## src/design/bga_pkg.sv

```systemverilog
// ----------------------------------------------------------------------------
// bga_pkg: shared types and constants for the battery gauge averager
// Field widths, register map, discharge curve table and interface structs.
// ----------------------------------------------------------------------------
package bga_pkg;

    localparam int SAMPLE_W   = 12;
    localparam int MV_W       = 16;
    localparam int PCT_W      = 7;
    localparam int RATIO_W    = 16;
    localparam int FRAC_W     = 12;
    localparam int ADDR_W     = 4;
    localparam int DATA_W     = 32;

    localparam int CURVE_SEGS = 12;
    localparam int SEG_W      = 4;
    localparam int SPAN_W     = 7;
    localparam int STEP_PCT_W = 4;
    localparam int INTERP_W   = 12;

    localparam logic [1:0] REG_DIVIDER_RATIO    = 2'd0;
    localparam logic [1:0] REG_LOW_PERCENT      = 2'd1;
    localparam logic [1:0] REG_CRITICAL_PERCENT = 2'd2;

    localparam logic [RATIO_W-1:0] RATIO_RESET    = 16'd8192;
    localparam logic [PCT_W-1:0]   LOW_RESET      = 7'd20;
    localparam logic [PCT_W-1:0]   CRITICAL_RESET = 7'd8;

    localparam logic [MV_W-1:0]  CURVE_TOP_MV = 16'd4200;
    localparam logic [MV_W-1:0]  CURVE_BOT_MV = 16'd3200;
    localparam logic [PCT_W-1:0] PCT_FULL     = 7'd100;
    localparam logic [PCT_W-1:0] PCT_EMPTY    = 7'd0;

    typedef struct packed {
        logic [RATIO_W-1:0] divider_ratio;
        logic [PCT_W-1:0]   low_percent;
        logic [PCT_W-1:0]   critical_percent;
    } bga_cfg_t;

    typedef struct packed {
        logic [MV_W-1:0]  battery_mv;
        logic [PCT_W-1:0] charge_percent;
        logic             low_flag;
        logic             critical_flag;
    } bga_result_t;

    typedef struct packed {
        logic idle;
        logic done;
    } bga_status_t;

    function automatic logic [MV_W-1:0] curve_mv(input logic [SEG_W-1:0] idx);
        logic [MV_W-1:0] mv;
        case (idx)
            4'd0:    mv = 16'd4200;
            4'd1:    mv = 16'd4100;
            4'd2:    mv = 16'd4000;
            4'd3:    mv = 16'd3900;
            4'd4:    mv = 16'd3800;
            4'd5:    mv = 16'd3750;
            4'd6:    mv = 16'd3700;
            4'd7:    mv = 16'd3650;
            4'd8:    mv = 16'd3600;
            4'd9:    mv = 16'd3500;
            4'd10:   mv = 16'd3400;
            4'd11:   mv = 16'd3300;
            default: mv = 16'd3200;
        endcase
        return mv;
    endfunction

    function automatic logic [PCT_W-1:0] curve_pct(input logic [SEG_W-1:0] idx);
        logic [PCT_W-1:0] pct;
        case (idx)
            4'd0:    pct = 7'd100;
            4'd1:    pct = 7'd92;
            4'd2:    pct = 7'd82;
            4'd3:    pct = 7'd70;
            4'd4:    pct = 7'd56;
            4'd5:    pct = 7'd48;
            4'd6:    pct = 7'd38;
            4'd7:    pct = 7'd28;
            4'd8:    pct = 7'd18;
            4'd9:    pct = 7'd9;
            4'd10:   pct = 7'd4;
            4'd11:   pct = 7'd1;
            default: pct = 7'd0;
        endcase
        return pct;
    endfunction

endpackage

```

## src/design/battery_gauge_averager.sv

```systemverilog
// ----------------------------------------------------------------------------
// battery_gauge_averager: battery voltage and state-of-charge gauge
// Averages ADC pin samples and reports battery mV, charge percent and flags.
// ----------------------------------------------------------------------------
// Each accepted sample transaction is summed. The transaction that
// completes a group of SAMPLES_PER_READING samples starts a reading, and the
// input stays not ready while it is computed: a shift-add multiply by the
// divider ratio on one shared adder, a reciprocal multiply for the division
// by SAMPLES_PER_READING, a curve lookup, a restoring divide for the
// interpolated percent (skipped at the ends of the curve) and a final step
// that hands the result to the output register. The input stays busy longer
// while a previous result still waits in the output register; a finished
// result waits there while the next group is summed.
module battery_gauge_averager #(
    parameter int SAMPLES_PER_READING = 16
) (
    input  logic                          aclk,
    input  logic                          aresetn,
    input  logic                          s_valid,
    output logic                          s_ready,
    input  logic [bga_pkg::SAMPLE_W-1:0]  s_sample_mv,
    output logic                          m_valid,
    input  logic                          m_ready,
    output logic [bga_pkg::MV_W-1:0]      m_battery_mv,
    output logic [bga_pkg::PCT_W-1:0]     m_charge_percent,
    output logic                          m_low_flag,
    output logic                          m_critical_flag,
    input  logic                          psel,
    input  logic                          penable,
    input  logic                          pwrite,
    input  logic [bga_pkg::ADDR_W-1:0]    paddr,
    input  logic [bga_pkg::DATA_W-1:0]    pwdata,
    output logic [bga_pkg::DATA_W-1:0]    prdata,
    output logic                          pready
);
    import bga_pkg::*;

    localparam int SUM_W = SAMPLE_W + $clog2(SAMPLES_PER_READING);
    localparam int CNT_W = (SAMPLES_PER_READING > 1) ? $clog2(SAMPLES_PER_READING) : 1;
    localparam logic [CNT_W-1:0] CNT_LAST = CNT_W'(SAMPLES_PER_READING - 1);

    bga_cfg_t    cfg;
    bga_status_t status;
    bga_result_t seq_result;

    logic [SUM_W-1:0] sum_reg, sum_next;
    logic [CNT_W-1:0] cnt_reg, cnt_next;
    logic             m_valid_reg, m_valid_next;
    bga_result_t      res_reg, res_next;

    logic [SUM_W-1:0] sum_total;
    logic             s_accept;
    logic             last;
    logic             start;
    logic             out_free;

    bga_apb u_bga_apb (
        .aclk    (aclk),
        .aresetn (aresetn),
        .psel    (psel),
        .penable (penable),
        .pwrite  (pwrite),
        .paddr   (paddr),
        .pwdata  (pwdata),
        .prdata  (prdata),
        .pready  (pready),
        .cfg     (cfg)
    );

    bga_seq #(
        .SUM_W (SUM_W),
        .NS    (SAMPLES_PER_READING)
    ) u_bga_seq (
        .aclk     (aclk),
        .aresetn  (aresetn),
        .start    (start),
        .sum_in   (sum_total),
        .cfg      (cfg),
        .out_free (out_free),
        .status   (status),
        .result   (seq_result)
    );

    assign s_ready   = status.idle;
    assign s_accept  = s_valid & s_ready;
    assign sum_total = sum_reg + SUM_W'(s_sample_mv);
    assign last      = (cnt_reg == CNT_LAST);
    assign start     = s_accept & last;
    assign out_free  = !m_valid_reg || m_ready;

    always_comb begin
        sum_next = sum_reg;
        cnt_next = cnt_reg;
        if (s_accept) begin
            if (last) begin
                sum_next = '0;
                cnt_next = '0;
            end else begin
                sum_next = sum_total;
                cnt_next = cnt_reg + 1'b1;
            end
        end
    end

    always_comb begin
        m_valid_next = m_valid_reg;
        res_next     = res_reg;
        if (status.done) begin
            m_valid_next = 1'b1;
            res_next     = seq_result;
        end else if (m_ready) begin
            m_valid_next = 1'b0;
        end
    end

    always_ff @(posedge aclk) begin
        if (!aresetn) begin
            sum_reg     <= '0;
            cnt_reg     <= '0;
            m_valid_reg <= 1'b0;
        end else begin
            sum_reg     <= sum_next;
            cnt_reg     <= cnt_next;
            m_valid_reg <= m_valid_next;
        end
    end

    always_ff @(posedge aclk) begin
        res_reg <= res_next;
    end

    assign m_valid          = m_valid_reg;
    assign m_battery_mv     = res_reg.battery_mv;
    assign m_charge_percent = res_reg.charge_percent;
    assign m_low_flag       = res_reg.low_flag;
    assign m_critical_flag  = res_reg.critical_flag;

endmodule

```

## src/design/bga_alu.sv

```systemverilog
// ----------------------------------------------------------------------------
// bga_alu: shared adder/subtractor
// One add or subtract per cycle with carry out; carry high on subtract means
// no borrow.
// ----------------------------------------------------------------------------
module bga_alu #(
    parameter int W = 32
) (
    input  logic [W-1:0] op_a,
    input  logic [W-1:0] op_b,
    input  logic         sub,
    output logic [W-1:0] result,
    output logic         carry
);

    logic [W-1:0] op_b_eff;
    logic [W:0]   total;

    assign op_b_eff = sub ? ~op_b : op_b;
    assign total    = {1'b0, op_a} + {1'b0, op_b_eff} + {{W{1'b0}}, sub};
    assign result   = total[W-1:0];
    assign carry    = total[W];

endmodule

```

## src/design/bga_apb.sv

```systemverilog
// ----------------------------------------------------------------------------
// bga_apb: configuration register file
// APB-style write/read access to divider ratio and flag thresholds.
// ----------------------------------------------------------------------------
module bga_apb (
    input  logic                        aclk,
    input  logic                        aresetn,
    input  logic                        psel,
    input  logic                        penable,
    input  logic                        pwrite,
    input  logic [bga_pkg::ADDR_W-1:0]  paddr,
    input  logic [bga_pkg::DATA_W-1:0]  pwdata,
    output logic [bga_pkg::DATA_W-1:0]  prdata,
    output logic                        pready,
    output bga_pkg::bga_cfg_t           cfg
);
    import bga_pkg::*;

    logic [RATIO_W-1:0] ratio_reg, ratio_next;
    logic [PCT_W-1:0]   low_reg, low_next;
    logic [PCT_W-1:0]   crit_reg, crit_next;
    logic [1:0]         reg_idx;
    logic               wr_en;

    assign wr_en   = psel & penable & pwrite;
    assign reg_idx = paddr[ADDR_W-1:2];
    assign pready  = 1'b1;

    always_comb begin
        ratio_next = ratio_reg;
        low_next   = low_reg;
        crit_next  = crit_reg;
        if (wr_en) begin
            case (reg_idx)
                REG_DIVIDER_RATIO:    ratio_next = pwdata[RATIO_W-1:0];
                REG_LOW_PERCENT:      low_next   = pwdata[PCT_W-1:0];
                REG_CRITICAL_PERCENT: crit_next  = pwdata[PCT_W-1:0];
                default: ;
            endcase
        end
    end

    always_ff @(posedge aclk) begin
        if (!aresetn) begin
            ratio_reg <= RATIO_RESET;
            low_reg   <= LOW_RESET;
            crit_reg  <= CRITICAL_RESET;
        end else begin
            ratio_reg <= ratio_next;
            low_reg   <= low_next;
            crit_reg  <= crit_next;
        end
    end

    always_comb begin
        case (reg_idx)
            REG_DIVIDER_RATIO:    prdata = {{(DATA_W-RATIO_W){1'b0}}, ratio_reg};
            REG_LOW_PERCENT:      prdata = {{(DATA_W-PCT_W){1'b0}}, low_reg};
            REG_CRITICAL_PERCENT: prdata = {{(DATA_W-PCT_W){1'b0}}, crit_reg};
            default:              prdata = '0;
        endcase
    end

    assign cfg.divider_ratio    = ratio_reg;
    assign cfg.low_percent      = low_reg;
    assign cfg.critical_percent = crit_reg;

endmodule

```

## src/design/bga_seq.sv

```systemverilog
// ----------------------------------------------------------------------------
// bga_seq: reading sequencer
// Shift-add multiply on one adder, reciprocal multiply for the voltage average,
// curve lookup and a restoring divide for the interpolated percentage, skipped at the curve ends.
// ----------------------------------------------------------------------------
module bga_seq #(
    parameter int SUM_W = 16,
    parameter int NS    = 16
) (
    input  logic                 aclk,
    input  logic                 aresetn,
    input  logic                 start,
    input  logic [SUM_W-1:0]     sum_in,
    input  bga_pkg::bga_cfg_t    cfg,
    input  logic                 out_free,
    output bga_pkg::bga_status_t status,
    output bga_pkg::bga_result_t result
);
    import bga_pkg::*;

    localparam int PW     = SUM_W + RATIO_W + 1;
    localparam int XW     = PW - FRAC_W;
    localparam int DVW    = ($clog2(NS + 1) > 8) ? $clog2(NS + 1) : 8;
    localparam int RW     = DVW + 1;
    localparam int STEP_W = $clog2(XW);
    localparam int RK     = XW + $clog2(NS);
    localparam logic [PW-1:0] ROUND_HALF = PW'(NS) << (FRAC_W - 1);
    localparam logic [63:0] RCP_FULL = ((64'd1 << RK) + 64'(NS) - 64'd1) / 64'(NS);
    localparam logic [XW:0] RCP = RCP_FULL[XW:0];

    localparam logic [2:0] ST_IDLE = 3'd0;
    localparam logic [2:0] ST_MUL  = 3'd1;
    localparam logic [2:0] ST_DIVV = 3'd2;
    localparam logic [2:0] ST_PCT  = 3'd3;
    localparam logic [2:0] ST_DIVP = 3'd4;
    localparam logic [2:0] ST_FIN  = 3'd5;

    logic [2:0]         state_reg, state_next;
    logic [STEP_W-1:0]  step_reg, step_next;
    logic [PW-1:0]      acc_reg, acc_next;
    logic [PW-1:0]      mcand_reg, mcand_next;
    logic [RATIO_W-1:0] mplier_reg, mplier_next;
    logic [XW-1:0]      quo_reg, quo_next;
    logic [DVW-1:0]     rem_reg, rem_next;
    logic [DVW-1:0]     dvs_reg, dvs_next;
    logic [MV_W-1:0]    bat_reg, bat_next;
    logic [PCT_W-1:0]   pct_reg, pct_next;
    logic [PCT_W-1:0]   plo_reg, plo_next;

    logic [PW-1:0]      alu_a, alu_b, alu_res;
    logic               alu_sub, alu_carry;
    logic [RW-1:0]      trial;
    logic [DVW-1:0]     rem_step;
    logic [XW-1:0]      quo_step;
    logic [2*XW:0]      vmul;

    logic [MV_W-1:0]       bat_sat;
    logic [SEG_W-1:0]      seg;
    logic [SEG_W-1:0]      seg_lo;
    logic [MV_W-1:0]       seg_lo_mv;
    logic [SPAN_W-1:0]     seg_den;
    logic [SPAN_W-1:0]     seg_off;
    logic [PCT_W-1:0]      seg_dp;
    logic [INTERP_W-2:0]   interp_num;
    logic [INTERP_W-1:0]   interp_dividend;
    logic                  at_top, at_bot;

    bga_alu #(.W(PW)) u_bga_alu (
        .op_a   (alu_a),
        .op_b   (alu_b),
        .sub    (alu_sub),
        .result (alu_res),
        .carry  (alu_carry)
    );

    assign trial    = {rem_reg, quo_reg[XW-1]};
    assign alu_sub  = (state_reg != ST_MUL);
    assign alu_a    = (state_reg == ST_MUL) ? acc_reg : PW'(trial);
    assign alu_b    = (state_reg == ST_MUL) ? (mplier_reg[0] ? mcand_reg : '0)
                                            : PW'(dvs_reg);
    assign rem_step = alu_carry ? alu_res[DVW-1:0] : trial[DVW-1:0];
    assign quo_step = {quo_reg[XW-2:0], alu_carry};
    assign vmul     = (2*XW+1)'(quo_reg) * (2*XW+1)'(RCP);

    assign bat_sat = (|quo_reg[XW-1:MV_W]) ? {MV_W{1'b1}} : quo_reg[MV_W-1:0];
    assign at_top  = (bat_sat >= CURVE_TOP_MV);
    assign at_bot  = (bat_sat <= CURVE_BOT_MV);

    always_comb begin
        seg = '0;
        for (int i = 0; i < CURVE_SEGS; i++) begin
            if (bat_sat <= curve_mv(SEG_W'(i)) && bat_sat > curve_mv(SEG_W'(i + 1))) begin
                seg = SEG_W'(i);
            end
        end
    end

    assign seg_lo          = seg + 4'd1;
    assign seg_lo_mv       = curve_mv(seg_lo);
    assign seg_den         = SPAN_W'(curve_mv(seg) - seg_lo_mv);
    assign seg_off         = SPAN_W'(bat_sat - seg_lo_mv);
    assign seg_dp          = curve_pct(seg) - curve_pct(seg_lo);
    assign interp_num      = (INTERP_W-1)'(seg_off) * (INTERP_W-1)'(seg_dp[STEP_PCT_W-1:0]);
    assign interp_dividend = {interp_num, 1'b0} + INTERP_W'(seg_den);

    always_comb begin
        state_next  = state_reg;
        step_next   = step_reg;
        acc_next    = acc_reg;
        mcand_next  = mcand_reg;
        mplier_next = mplier_reg;
        quo_next    = quo_reg;
        rem_next    = rem_reg;
        dvs_next    = dvs_reg;
        bat_next    = bat_reg;
        pct_next    = pct_reg;
        plo_next    = plo_reg;
        case (state_reg)
            ST_IDLE: begin
                if (start) begin
                    acc_next    = ROUND_HALF;
                    mcand_next  = PW'(sum_in);
                    mplier_next = cfg.divider_ratio;
                    step_next   = STEP_W'(RATIO_W - 1);
                    state_next  = ST_MUL;
                end
            end
            ST_MUL: begin
                acc_next    = alu_res;
                mcand_next  = mcand_reg << 1;
                mplier_next = mplier_reg >> 1;
                step_next   = step_reg - 1'b1;
                if (step_reg == '0) begin
                    quo_next   = alu_res[PW-1:FRAC_W];
                    state_next = ST_DIVV;
                end
            end
            ST_DIVV: begin
                quo_next   = XW'(vmul >> RK);
                state_next = ST_PCT;
            end
            ST_PCT: begin
                bat_next = bat_sat;
                if (at_top) begin
                    pct_next   = PCT_FULL;
                    state_next = ST_FIN;
                end else if (at_bot) begin
                    pct_next   = PCT_EMPTY;
                    state_next = ST_FIN;
                end else begin
                    quo_next   = XW'(interp_dividend);
                    rem_next   = '0;
                    dvs_next   = DVW'({seg_den, 1'b0});
                    plo_next   = curve_pct(seg_lo);
                    step_next  = STEP_W'(XW - 1);
                    state_next = ST_DIVP;
                end
            end
            ST_DIVP: begin
                quo_next  = quo_step;
                rem_next  = rem_step;
                step_next = step_reg - 1'b1;
                if (step_reg == '0) begin
                    pct_next   = plo_reg + quo_step[PCT_W-1:0];
                    state_next = ST_FIN;
                end
            end
            ST_FIN: begin
                if (out_free) begin
                    state_next = ST_IDLE;
                end
            end
            default: begin
                state_next = ST_IDLE;
            end
        endcase
    end

    always_ff @(posedge aclk) begin
        if (!aresetn) begin
            state_reg <= ST_IDLE;
            step_reg  <= '0;
        end else begin
            state_reg <= state_next;
            step_reg  <= step_next;
        end
    end

    always_ff @(posedge aclk) begin
        acc_reg    <= acc_next;
        mcand_reg  <= mcand_next;
        mplier_reg <= mplier_next;
        quo_reg    <= quo_next;
        rem_reg    <= rem_next;
        dvs_reg    <= dvs_next;
        bat_reg    <= bat_next;
        pct_reg    <= pct_next;
        plo_reg    <= plo_next;
    end

    assign status.idle = (state_reg == ST_IDLE);
    assign status.done = (state_reg == ST_FIN) && out_free;

    assign result.battery_mv     = bat_reg;
    assign result.charge_percent = pct_reg;
    assign result.low_flag       = (pct_reg <= cfg.low_percent);
    assign result.critical_flag  = (pct_reg <= cfg.critical_percent);

endmodule

```

## config.mk

```make
export PLATFORM = sky130hd
export DESIGN_NAME = battery_gauge_averager
export DESIGN_NICKNAME = d
export VERILOG_FILES = /design/src/design/bga_pkg.sv /design/src/design/battery_gauge_averager.sv /design/src/design/bga_alu.sv /design/src/design/bga_apb.sv /design/src/design/bga_seq.sv
export SDC_FILE = /design/constraint.sdc
export NUM_CORES = 1
export LEC_CHECK = 0
export BUFFER_PORTS_ARGS = -buffer_cell sky130_fd_sc_hd__buf_2
export CORE_AREA = 2 2 154 186
export DETAILED_ROUTE_END_ITERATION = 12
export DIE_AREA = 0 0 156 188
export HOLD_SLACK_MARGIN = 0.02
export PLACE_DENSITY = 0.78
export SYNTH_ARGS = -nofsm -noshare
export SYNTH_HDL_FRONTEND = slang
export SYNTH_HIERARCHICAL = 1
export SYNTH_SLANG_ARGS = --single-unit
```

## constraint.sdc

```tcl
create_clock -name aclk -period 11.65 [get_ports aclk]
set_input_delay 2.33 -clock aclk [delete_from_list [all_inputs] [get_ports aclk]]
set_output_delay 2.33 -clock aclk [all_outputs]
set_load 0.01 [all_outputs]
```

==> qor.yml, run 1 <==
outcome: "finished clean"
grt_max_degree: 89
cts_buffer_depth: 3
hold_buffers: 0
peakVddDrop_v: 0.0001260
fmax_mhz: 104.6
reg2regPathDepth: 29
synth.distinct_cells: 90
p_per_area_nw_per_um2: 165.6
start_util: 0.5881
synth.avg_cell_area_um2: 9.300
min_path_type: "flop to flop"
path_clk_slew_ns: 0.06
drt-pass1-iter-count: 5
ys_ff_latch: 231
drc: 0
dp_hpwl_um: 27230
die_w_um: 156
synth-edff-count: 172
wl_per_cell_um: 17.88
io_pins: 115
final_util: 0.6371
critPathCapture: "u_bga_seq/quo_reg[11]$_DFFE_PP_"
hold_violations: 0
wl_um: 38130
finalSetupTns_ns: 0
reg2reg_from: "u_bga_seq/quo_reg[17]$_DFFE_PP_"
cts_sinks: 231
fin_crit_sh: 0.8206
maxCapViolCount: 0
crit_arrival_ns: 9.84
p_leak_uw: 0.007238
cp-start-kind: "flop"
ctsResizeCount: 0
worstSetupEndpointType: "flop"
async_reset_ff_frac: 0
synthToLayoutAreaGrowth_pct: 8.331
drt_first_iter_violations: 1208
cts_tree: "yes"
yosys_warnings: 6
max_stage_delay_ns: 0.86
grt_pass1_vias: 12520
antenna_found_initial: 0
critPathSlowestCell: "or4_1"
drive_above_1_share: 0.09625
nets: 1947
cts_setup_buffers: 0
grt_use_total: 0.2577
crit_required_ns: 11.93
slew_violations: 0
fp.dieArea_um2: 29330
rsz0062_at_grt: "no"
via_per_inst: 6.069
placementRows: 67
netlist_area_um2: 16220
grt-ovfl-total: 0
rrSetupSlack_ns: 2.09
num_vias: 12940
postRouteAntennaNets: 0
cts-buffers-inserted: 26
antenna_cells: 0
ys.flop_type: "edfxtp_1"
die_h_um: 188
htreeDepth: 1
synth_seq_area_share: 0.3913
coreArea_um2: 27580
crit_path_max_fanout: 19
setup_viol: 0
tightestPinTransition_ns: 1.129
period_needed_ns: 9.560
gp_congestion: 0.9481
slew_headroom: 0.2471
io_buffers: 79
insertion_delay_ns: 0.55
r2r_end: "u_bga_seq/quo_reg[11]$_DFFE_PP_"
timing.critical_path.from: "u_bga_seq/quo_reg[17]$_DFFE_PP_"
cts_root_buf: "clkbuf_16"
syn_inst: 1744
power_uw: 2911
grt_pass1_wl_um: 62090
crit_type: "flop to flop"
fin_worst_skew_ns: 0.03747
hold_path_depth: 0
==> cell families (layout without fill, tap and decap cells) <==
kind of cell,after synthesis,count (layout),share of synthesized area
xor+xnor,112,112,0.06210
simple gates,680,680,0.2050
flops,231,231,0.3913
fa+ha+maj,125,125,0.1043
compound gates,358,358,0.1524
buf+inv,184,212,0.05192
mux,52,52,0.03255
other cells,2,17,0.0004630
==> synthesized netlist by cell type (all sizes together) (5+ instances only) <==
cell,n,area share
fa,17,0.021
xnor2,47,0.026
a22oi,20,0.0093
or4,7,0.0035
ha,108,0.083
edfxtp,172,0.32
o22ai,9,0.0035
clkbuf,69,0.016
a21boi,10,0.0046
o21ai,68,0.021
nor2b,19,0.0075
nand2,275,0.064
nor3,25,0.0084
o221ai,8,0.0043
dfxtp,59,0.073
inv,72,0.017
mux2i,49,0.030
o211ai,10,0.0049
or2,9,0.0035
a21o,26,0.012
a211oi,14,0.0068
a22o,15,0.0081
o31ai,6,0.0028
a31oi,11,0.0042
a221oi,8,0.0043
nor4,6,0.0023
o21bai,9,0.0042
and3,41,0.016
or3,19,0.0073
a21oi,87,0.028
nand3,39,0.012
nand2b,16,0.0062
buf,42,0.019
o21a,12,0.0056
nor2,95,0.022
nand3b,5,0.0023
and2,95,0.037
nand4,16,0.0062
xor2,65,0.036
==> cells in the final DEF, fill, tap and decap left out, drive strengths merged, types with 9 or more instances in the layout <==
| master | netlist | routed |
|---|---|---|
| a211oi | 14 | 14 |
| a21boi | 10 | 10 |
| a21o | 26 | 26 |
| a21oi | 87 | 87 |
| a22o | 15 | 15 |
| a22oi | 20 | 20 |
| a31oi | 11 | 11 |
| and2 | 95 | 95 |
| and3 | 41 | 41 |
| buf | 42 | 91 |
| clkbuf | 69 | 30 |
| clkinv | 1 | 9 |
| conb | 2 | 17 |
| dfxtp | 59 | 59 |
| edfxtp | 172 | 172 |
| fa | 17 | 17 |
| ha | 108 | 108 |
| inv | 72 | 73 |
| mux2i | 49 | 49 |
| nand2 | 275 | 275 |
| nand2b | 16 | 16 |
| nand3 | 39 | 39 |
| nand4 | 16 | 16 |
| nor2 | 95 | 95 |
| nor2b | 19 | 19 |
| nor3 | 25 | 25 |
| o211ai | 10 | 10 |
| o21a | 12 | 12 |
| o21ai | 68 | 68 |
| o21bai | 9 | 9 |
| o22ai | 9 | 9 |
| or2 | 9 | 9 |
| or3 | 19 | 19 |
| xnor2 | 47 | 47 |
| xor2 | 65 | 65 |
==> through the flow <==
| stage | cell area (µm²) | hold WS [ns] | setup WS, ns | std cells |
|---|---|---|---|---|
| floorplan | 16280 | 0.4003 | 3.523 | 1759 |
| global placement | 16640 | 0.4011 | 2.314 | 2084 |
| detailed placement | 16640 | 0.4045 | 2.203 | 2084 |
| CTS | 17570 | 0.4138 | 2.183 | 2132 |
| global route | 17570 | 0.4232 | 1.564 | 2132 |
| finish | 17570 | 0.4129 | 2.090 | 2132 |
==> worst min-delay path by stage <==
stage | start | slack, ns | to
global placement | u_bga_seq/bat_reg[5]$_DFFE_PP_ | 0.40 | m_battery_mv[5]$_DFFE_PP_
finish | u_bga_seq/bat_reg[9]$_DFFE_PP_ | 0.41 | m_battery_mv[9]$_DFFE_PP_
detailed placement | u_bga_seq/bat_reg[9]$_DFFE_PP_ | 0.40 | m_battery_mv[9]$_DFFE_PP_
CTS | u_bga_seq/bat_reg[9]$_DFFE_PP_ | 0.41 | m_battery_mv[9]$_DFFE_PP_
global route | u_bga_seq/bat_reg[14]$_DFFE_PP_ | 0.42 | m_battery_mv[14]$_DFFE_PP_
floorplan | u_bga_seq/bat_reg[0]$_DFFE_PP_ | 0.40 | m_battery_mv[0]$_DFFE_PP_
==> layout make-up <==
| type | count | area (µm²) |
|---|---|---|
| Clock buffer | 30 | 665.6 |
| Clock inverter | 18 | 261.5 |
| Fill cell | 2275 | 10010 |
| Inverter | 73 | 274.0 |
| Multi-Input combinational cell | 1344 | 9106 |
| Sequential cell | 231 | 6346 |
| Tap cell | 345 | 431.7 |
| Timing Repair Buffer | 91 | 485.5 |
==> routing by layer <==
metal | GRT usage | part of all wire | up-vias
met5 | 0 | 0 | -
li1 | - | - | 6255
met4 | 0.08010 | 0.029 | 0
met3 | 0.02866 | 0.057 | 84
met1 | 0.3348 | 0.43 | 6094
met2 | 0.4505 | 0.49 | 507
==> critical path: cells and delay by family, from the launching register on <==
kind	cells	cell delay [ns]
AO/OA/AOI/OAI	8	1.75
XOR/XNOR	4	0.92
adder cells (fa/ha/maj)	6	2.63
buffers and inverters	3	0.19
flip-flops	1	0.43
multiplexers	1	0.30
AND/OR/NAND/NOR	7	3.03
==> power breakdown <==
| part | total [µW] | switching (µW) | internal (µW) |
|---|---|---|---|
| combinational | 1030 | 631 | 399 |
| clock | 889 | 344 | 545 |
| sequential | 992 | 32.7 | 959 |
| total | 2910 | 1010 | 1900 |
Power figures use the tool's default switching activity.
==> run 2, diff against run 1 <==
--- a/config.mk
+++ b/config.mk
@@ -6,11 +6,11 @@
 export NUM_CORES = 1
 export LEC_CHECK = 0
 export BUFFER_PORTS_ARGS = -buffer_cell sky130_fd_sc_hd__buf_2
-export CORE_AREA = 2 2 154 186
+export CORE_AREA = 2 2 159 192
 export DETAILED_ROUTE_END_ITERATION = 12
-export DIE_AREA = 0 0 156 188
+export DIE_AREA = 0 0 161 194
 export HOLD_SLACK_MARGIN = 0.02
-export PLACE_DENSITY = 0.78
+export PLACE_DENSITY = 0.77
 export SYNTH_ARGS = -nofsm -noshare
 export SYNTH_HDL_FRONTEND = slang
 export SYNTH_HIERARCHICAL = 1
==> constraint.sdc (replaced) <==
create_clock -name aclk -period 8.1 [get_ports aclk]
set_input_delay 1.62 -clock aclk [delete_from_list [all_inputs] [get_ports aclk]]
set_output_delay 1.62 -clock aclk [all_outputs]
set_load 0.01 [all_outputs]
==> run 2 against run 1 <==
  * Setup slack worse by 1.8 ns
  * Via count up 2.4%
  * Clock power rose by 33%
  * Global-route usage is 0.91 points lower
  * Sequential power up 42%
  * Hold slack better by 0.0037 ns
  * Critical endpoint is now u_bga_seq/quo_reg[8]$_DFFE_PP_
  * Largest power group unchanged
==> qor.yml, run 2 (same netlist as run 1, synthesis figures left out) <==
slew_violations: 0  # unchanged
hp-start: "u_bga_seq/bat_reg[13]$_DFFE_PP_"  # was u_bga_seq/bat_reg[9]$_DFFE_PP_
min_path_type: "flop to flop"  # unchanged
synthToLayoutAreaGrowth_pct: 13.37  # was 8.331%
maxCapViolCount: 0  # unchanged
drive_above_1_share: 0.1534  # was 0.09625
rrSetupSlack_ns: 0.25  # was 2.09 ns
critPathTopFamily: "adder cells"  # was simple AND/OR/NAND/NOR gates
via_per_inst: 5.863  # was 6.069
cp-start-kind: "flop"  # unchanged
period_needed_ns: 7.855  # was 9.560 ns
p_leak_uw: 0.007684  # was 0.007238 µW
fin_crit_sh: 0.9697  # was 0.8206
dp_hpwl_um: 28820  # was 27,230 µm
fmax_mhz: 127.3  # was 104.6 MHz
max_stage_delay_ns: 0.57  # was 0.86 ns
numPlacedInstances: 2209  # was 2,084
path_clk_slew_ns: 0.07  # was 0.06 ns
crit_arrival_ns: 8.11  # was 9.84 ns
coreArea_um2: 29350  # was 27,580 µm²
peakVddDrop_v: 0.0001880  # was 0.0001260 V
die_h_um: 194  # was 188 µm
htreeDepth: 1  # unchanged
io_buffers: 79  # unchanged
start_util: 0.5526  # was 0.5881
grtUsageMet1: 0.3141  # was 0.3348
crit_buf_inv: 6  # was 3
cts_buffer_depth: 3  # unchanged
fin_hold_ws_ns: 0.4165  # was 0.4129 ns
drt_first_iter_violations: 1014  # was 1,208
cts_root_buf: "clkbuf_16"  # unchanged
hold_violations: 0  # unchanged
top_usage_layer: "met2"  # unchanged
antenna_found_initial: 0  # unchanged
nets: 2031  # was 1,947
outcome: "finished clean"  # unchanged
hold_path_depth: 0  # unchanged
die_w_um: 161  # was 156 µm
reg2reg_from: "u_bga_seq/quo_reg[17]$_DFFE_PP_"  # unchanged
grt_use_total: 0.2487  # was 0.2577
dp_slack_ns: -0.1019  # was 2.203 ns
crit_top_cell: "ha_1"
final_common_cell: "nand2_1"  # unchanged
wl_per_cell_um: 17.64  # was 17.88 µm
grt_max_degree: 148  # was 89
placementRows: 69  # was 67
cts-buffers-inserted: 26  # unchanged
crit_type: "flop to flop"  # unchanged
final_util: 0.6264  # was 0.6371
wl_um: 39900  # was 38,130 µm
setup_viol: 0  # unchanged
insertion_delay_ns: 0.55  # about the same
crit_required_ns: 8.35  # was 11.93 ns
num_vias: 13260  # was 12.94k
layout_common_cells: "nand2_1, edfxtp_1, ha_1"  # unchanged
critPathSlowestCell: "or4_4"  # was or4_1
cts_sinks: 231  # unchanged
finalNonFillerCells: 2261  # was 2,132
postRouteAntennaNets: 0  # unchanged
gp_congestion: 0.9191  # was 0.9481
hold_buffers: 0  # unchanged
fin_worst_skew_ns: 0.02528  # was 0.03747 ns
grt-ovfl-total: 0  # unchanged
setup_ws_ns: 0.2455  # was 2.090 ns
drt-pass1-iter-count: 5  # unchanged
antenna_cells: 0  # unchanged
p_per_area_nw_per_um2: 225.6  # was 165.6 nW/µm²
drc: 0  # unchanged
crit_path_max_fanout: 13  # was 19
grt_pass1_vias: 13150  # was 12.52k
grt_pass1_wl_um: 64500  # was 62,090 µm
r2r_end: "u_bga_seq/quo_reg[8]$_DFFE_PP_"  # was u_bga_seq/quo_reg[11]$_DFFE_PP_
worstSetupEndpointType: "flop"  # unchanged
cts_tree: "yes"  # unchanged
grt_use_met3: 0.02610  # was 0.02866
tightestPinTransition_ns: 1.132  # was 1.129 ns
fp.dieArea_um2: 31230  # was 29,330 µm²
slew_headroom: 0.2453  # was 0.2471
reg2regPathDepth: 32  # was 29
grt_use_met2: 0.4392  # was 0.4505
hold-path-endpoint: "m_battery_mv[13]$_DFFE_PP_"  # was m_battery_mv[9]$_DFFE_PP_
io_pins: 115  # unchanged
## run 2: cell count changes in the layout (fill, tap and decap cells not counted), moves of 3 or more
cell       before  now
inv_4           0    3
buf_4          12   94
ha_1          108  105
a21oi_1        84   80
bufinv_16       6    0
clkbuf_8        0    5
a21oi_2         3    7
## run 2: worst reg2reg max path, delay by kind of cell, from the launching register on
family          cells  cell delay (ns)
compound gates      9             1.60
xor+xnor            4             0.65
fa+ha+maj           6             2.20
buf+inv             6             0.74
flops               1             0.41
simple gates        7             1.94
## run 2: routing by layer
layer	share of wire	wire, µm	up-vias
li1	-	-	6407
met1	0.42	16770	6288
met2	0.49	19740	460
met3	0.051	2041	101
met4	0.034	1341	0
met5	0	0	-
## run 2: cell type report
| cell class | count | area [µm²] |
|---|---|---|
| Clock buffer | 36 | 780.7 |
| Timing Repair Buffer | 175 | 1132 |
| Fill cell | 2531 | 10970 |
| Tap cell | 390 | 488.0 |
| Clock inverter | 12 | 88.84 |
| Multi-Input combinational cell | 1344 | 9278 |
| Sequential cell | 231 | 6346 |
| Inverter | 73 | 274.0 |
## run 2: per-stage QoR
| stage | TNS (ns) | instance area, µm² | power (µW) |
|---|---|---|---|
| 6_report | 0 | 18390 | 4147 |
| 5_1_grt | -0.1154 | 18390 | 4346 |
| 4_1_cts | 0 | 18200 | 4122 |
| 3_5_place_dp | -0.1019 | 17320 | 2932 |
| 3_3_place_gp | 0 | 17320 | 2898 |
| 2_1_floorplan | 0 | 16280 | 2540 |
## run 2: where the power goes
part,switching (µW),total [µW],leakage (µW),internal (µW)
combinational,938,1550,0.00524,615
clock,499,1180,0.000435,680
sequential,34.8,1410,0.00201,1380
total,1470,4150,0.00768,2680
## run 2: worst max-delay path by stage
stage | from | endpoint | slack (ns) | depth (start not counted)
after floorplan | u_bga_seq/quo_reg[17]$_DFFE_PP_ | u_bga_seq/quo_reg[11]$_DFFE_PP_ | 0.05 | 33
after global placement | u_bga_seq/quo_reg[17]$_DFFE_PP_ | u_bga_seq/quo_reg[11]$_DFFE_PP_ | 0.14 | 31
after detailed placement | u_bga_seq/quo_reg[17]$_DFFE_PP_ | u_bga_seq/quo_reg[11]$_DFFE_PP_ | -0.10 | 31
after CTS | u_bga_seq/quo_reg[16]$_DFFE_PP_ | u_bga_seq/quo_reg[11]$_DFFE_PP_ | 0.02 | 31
after global routing | u_bga_seq/quo_reg[17]$_DFFE_PP_ | u_bga_seq/quo_reg[8]$_DFFE_PP_ | -0.06 | 34
final | u_bga_seq/quo_reg[17]$_DFFE_PP_ | u_bga_seq/quo_reg[8]$_DFFE_PP_ | 0.25 | 32
## run 2: timing repair
item,CTS,global route
endpoints found under the setup margin,1,7
resized for setup,2,33
pin swaps,0,12
buffers inserted,0,4
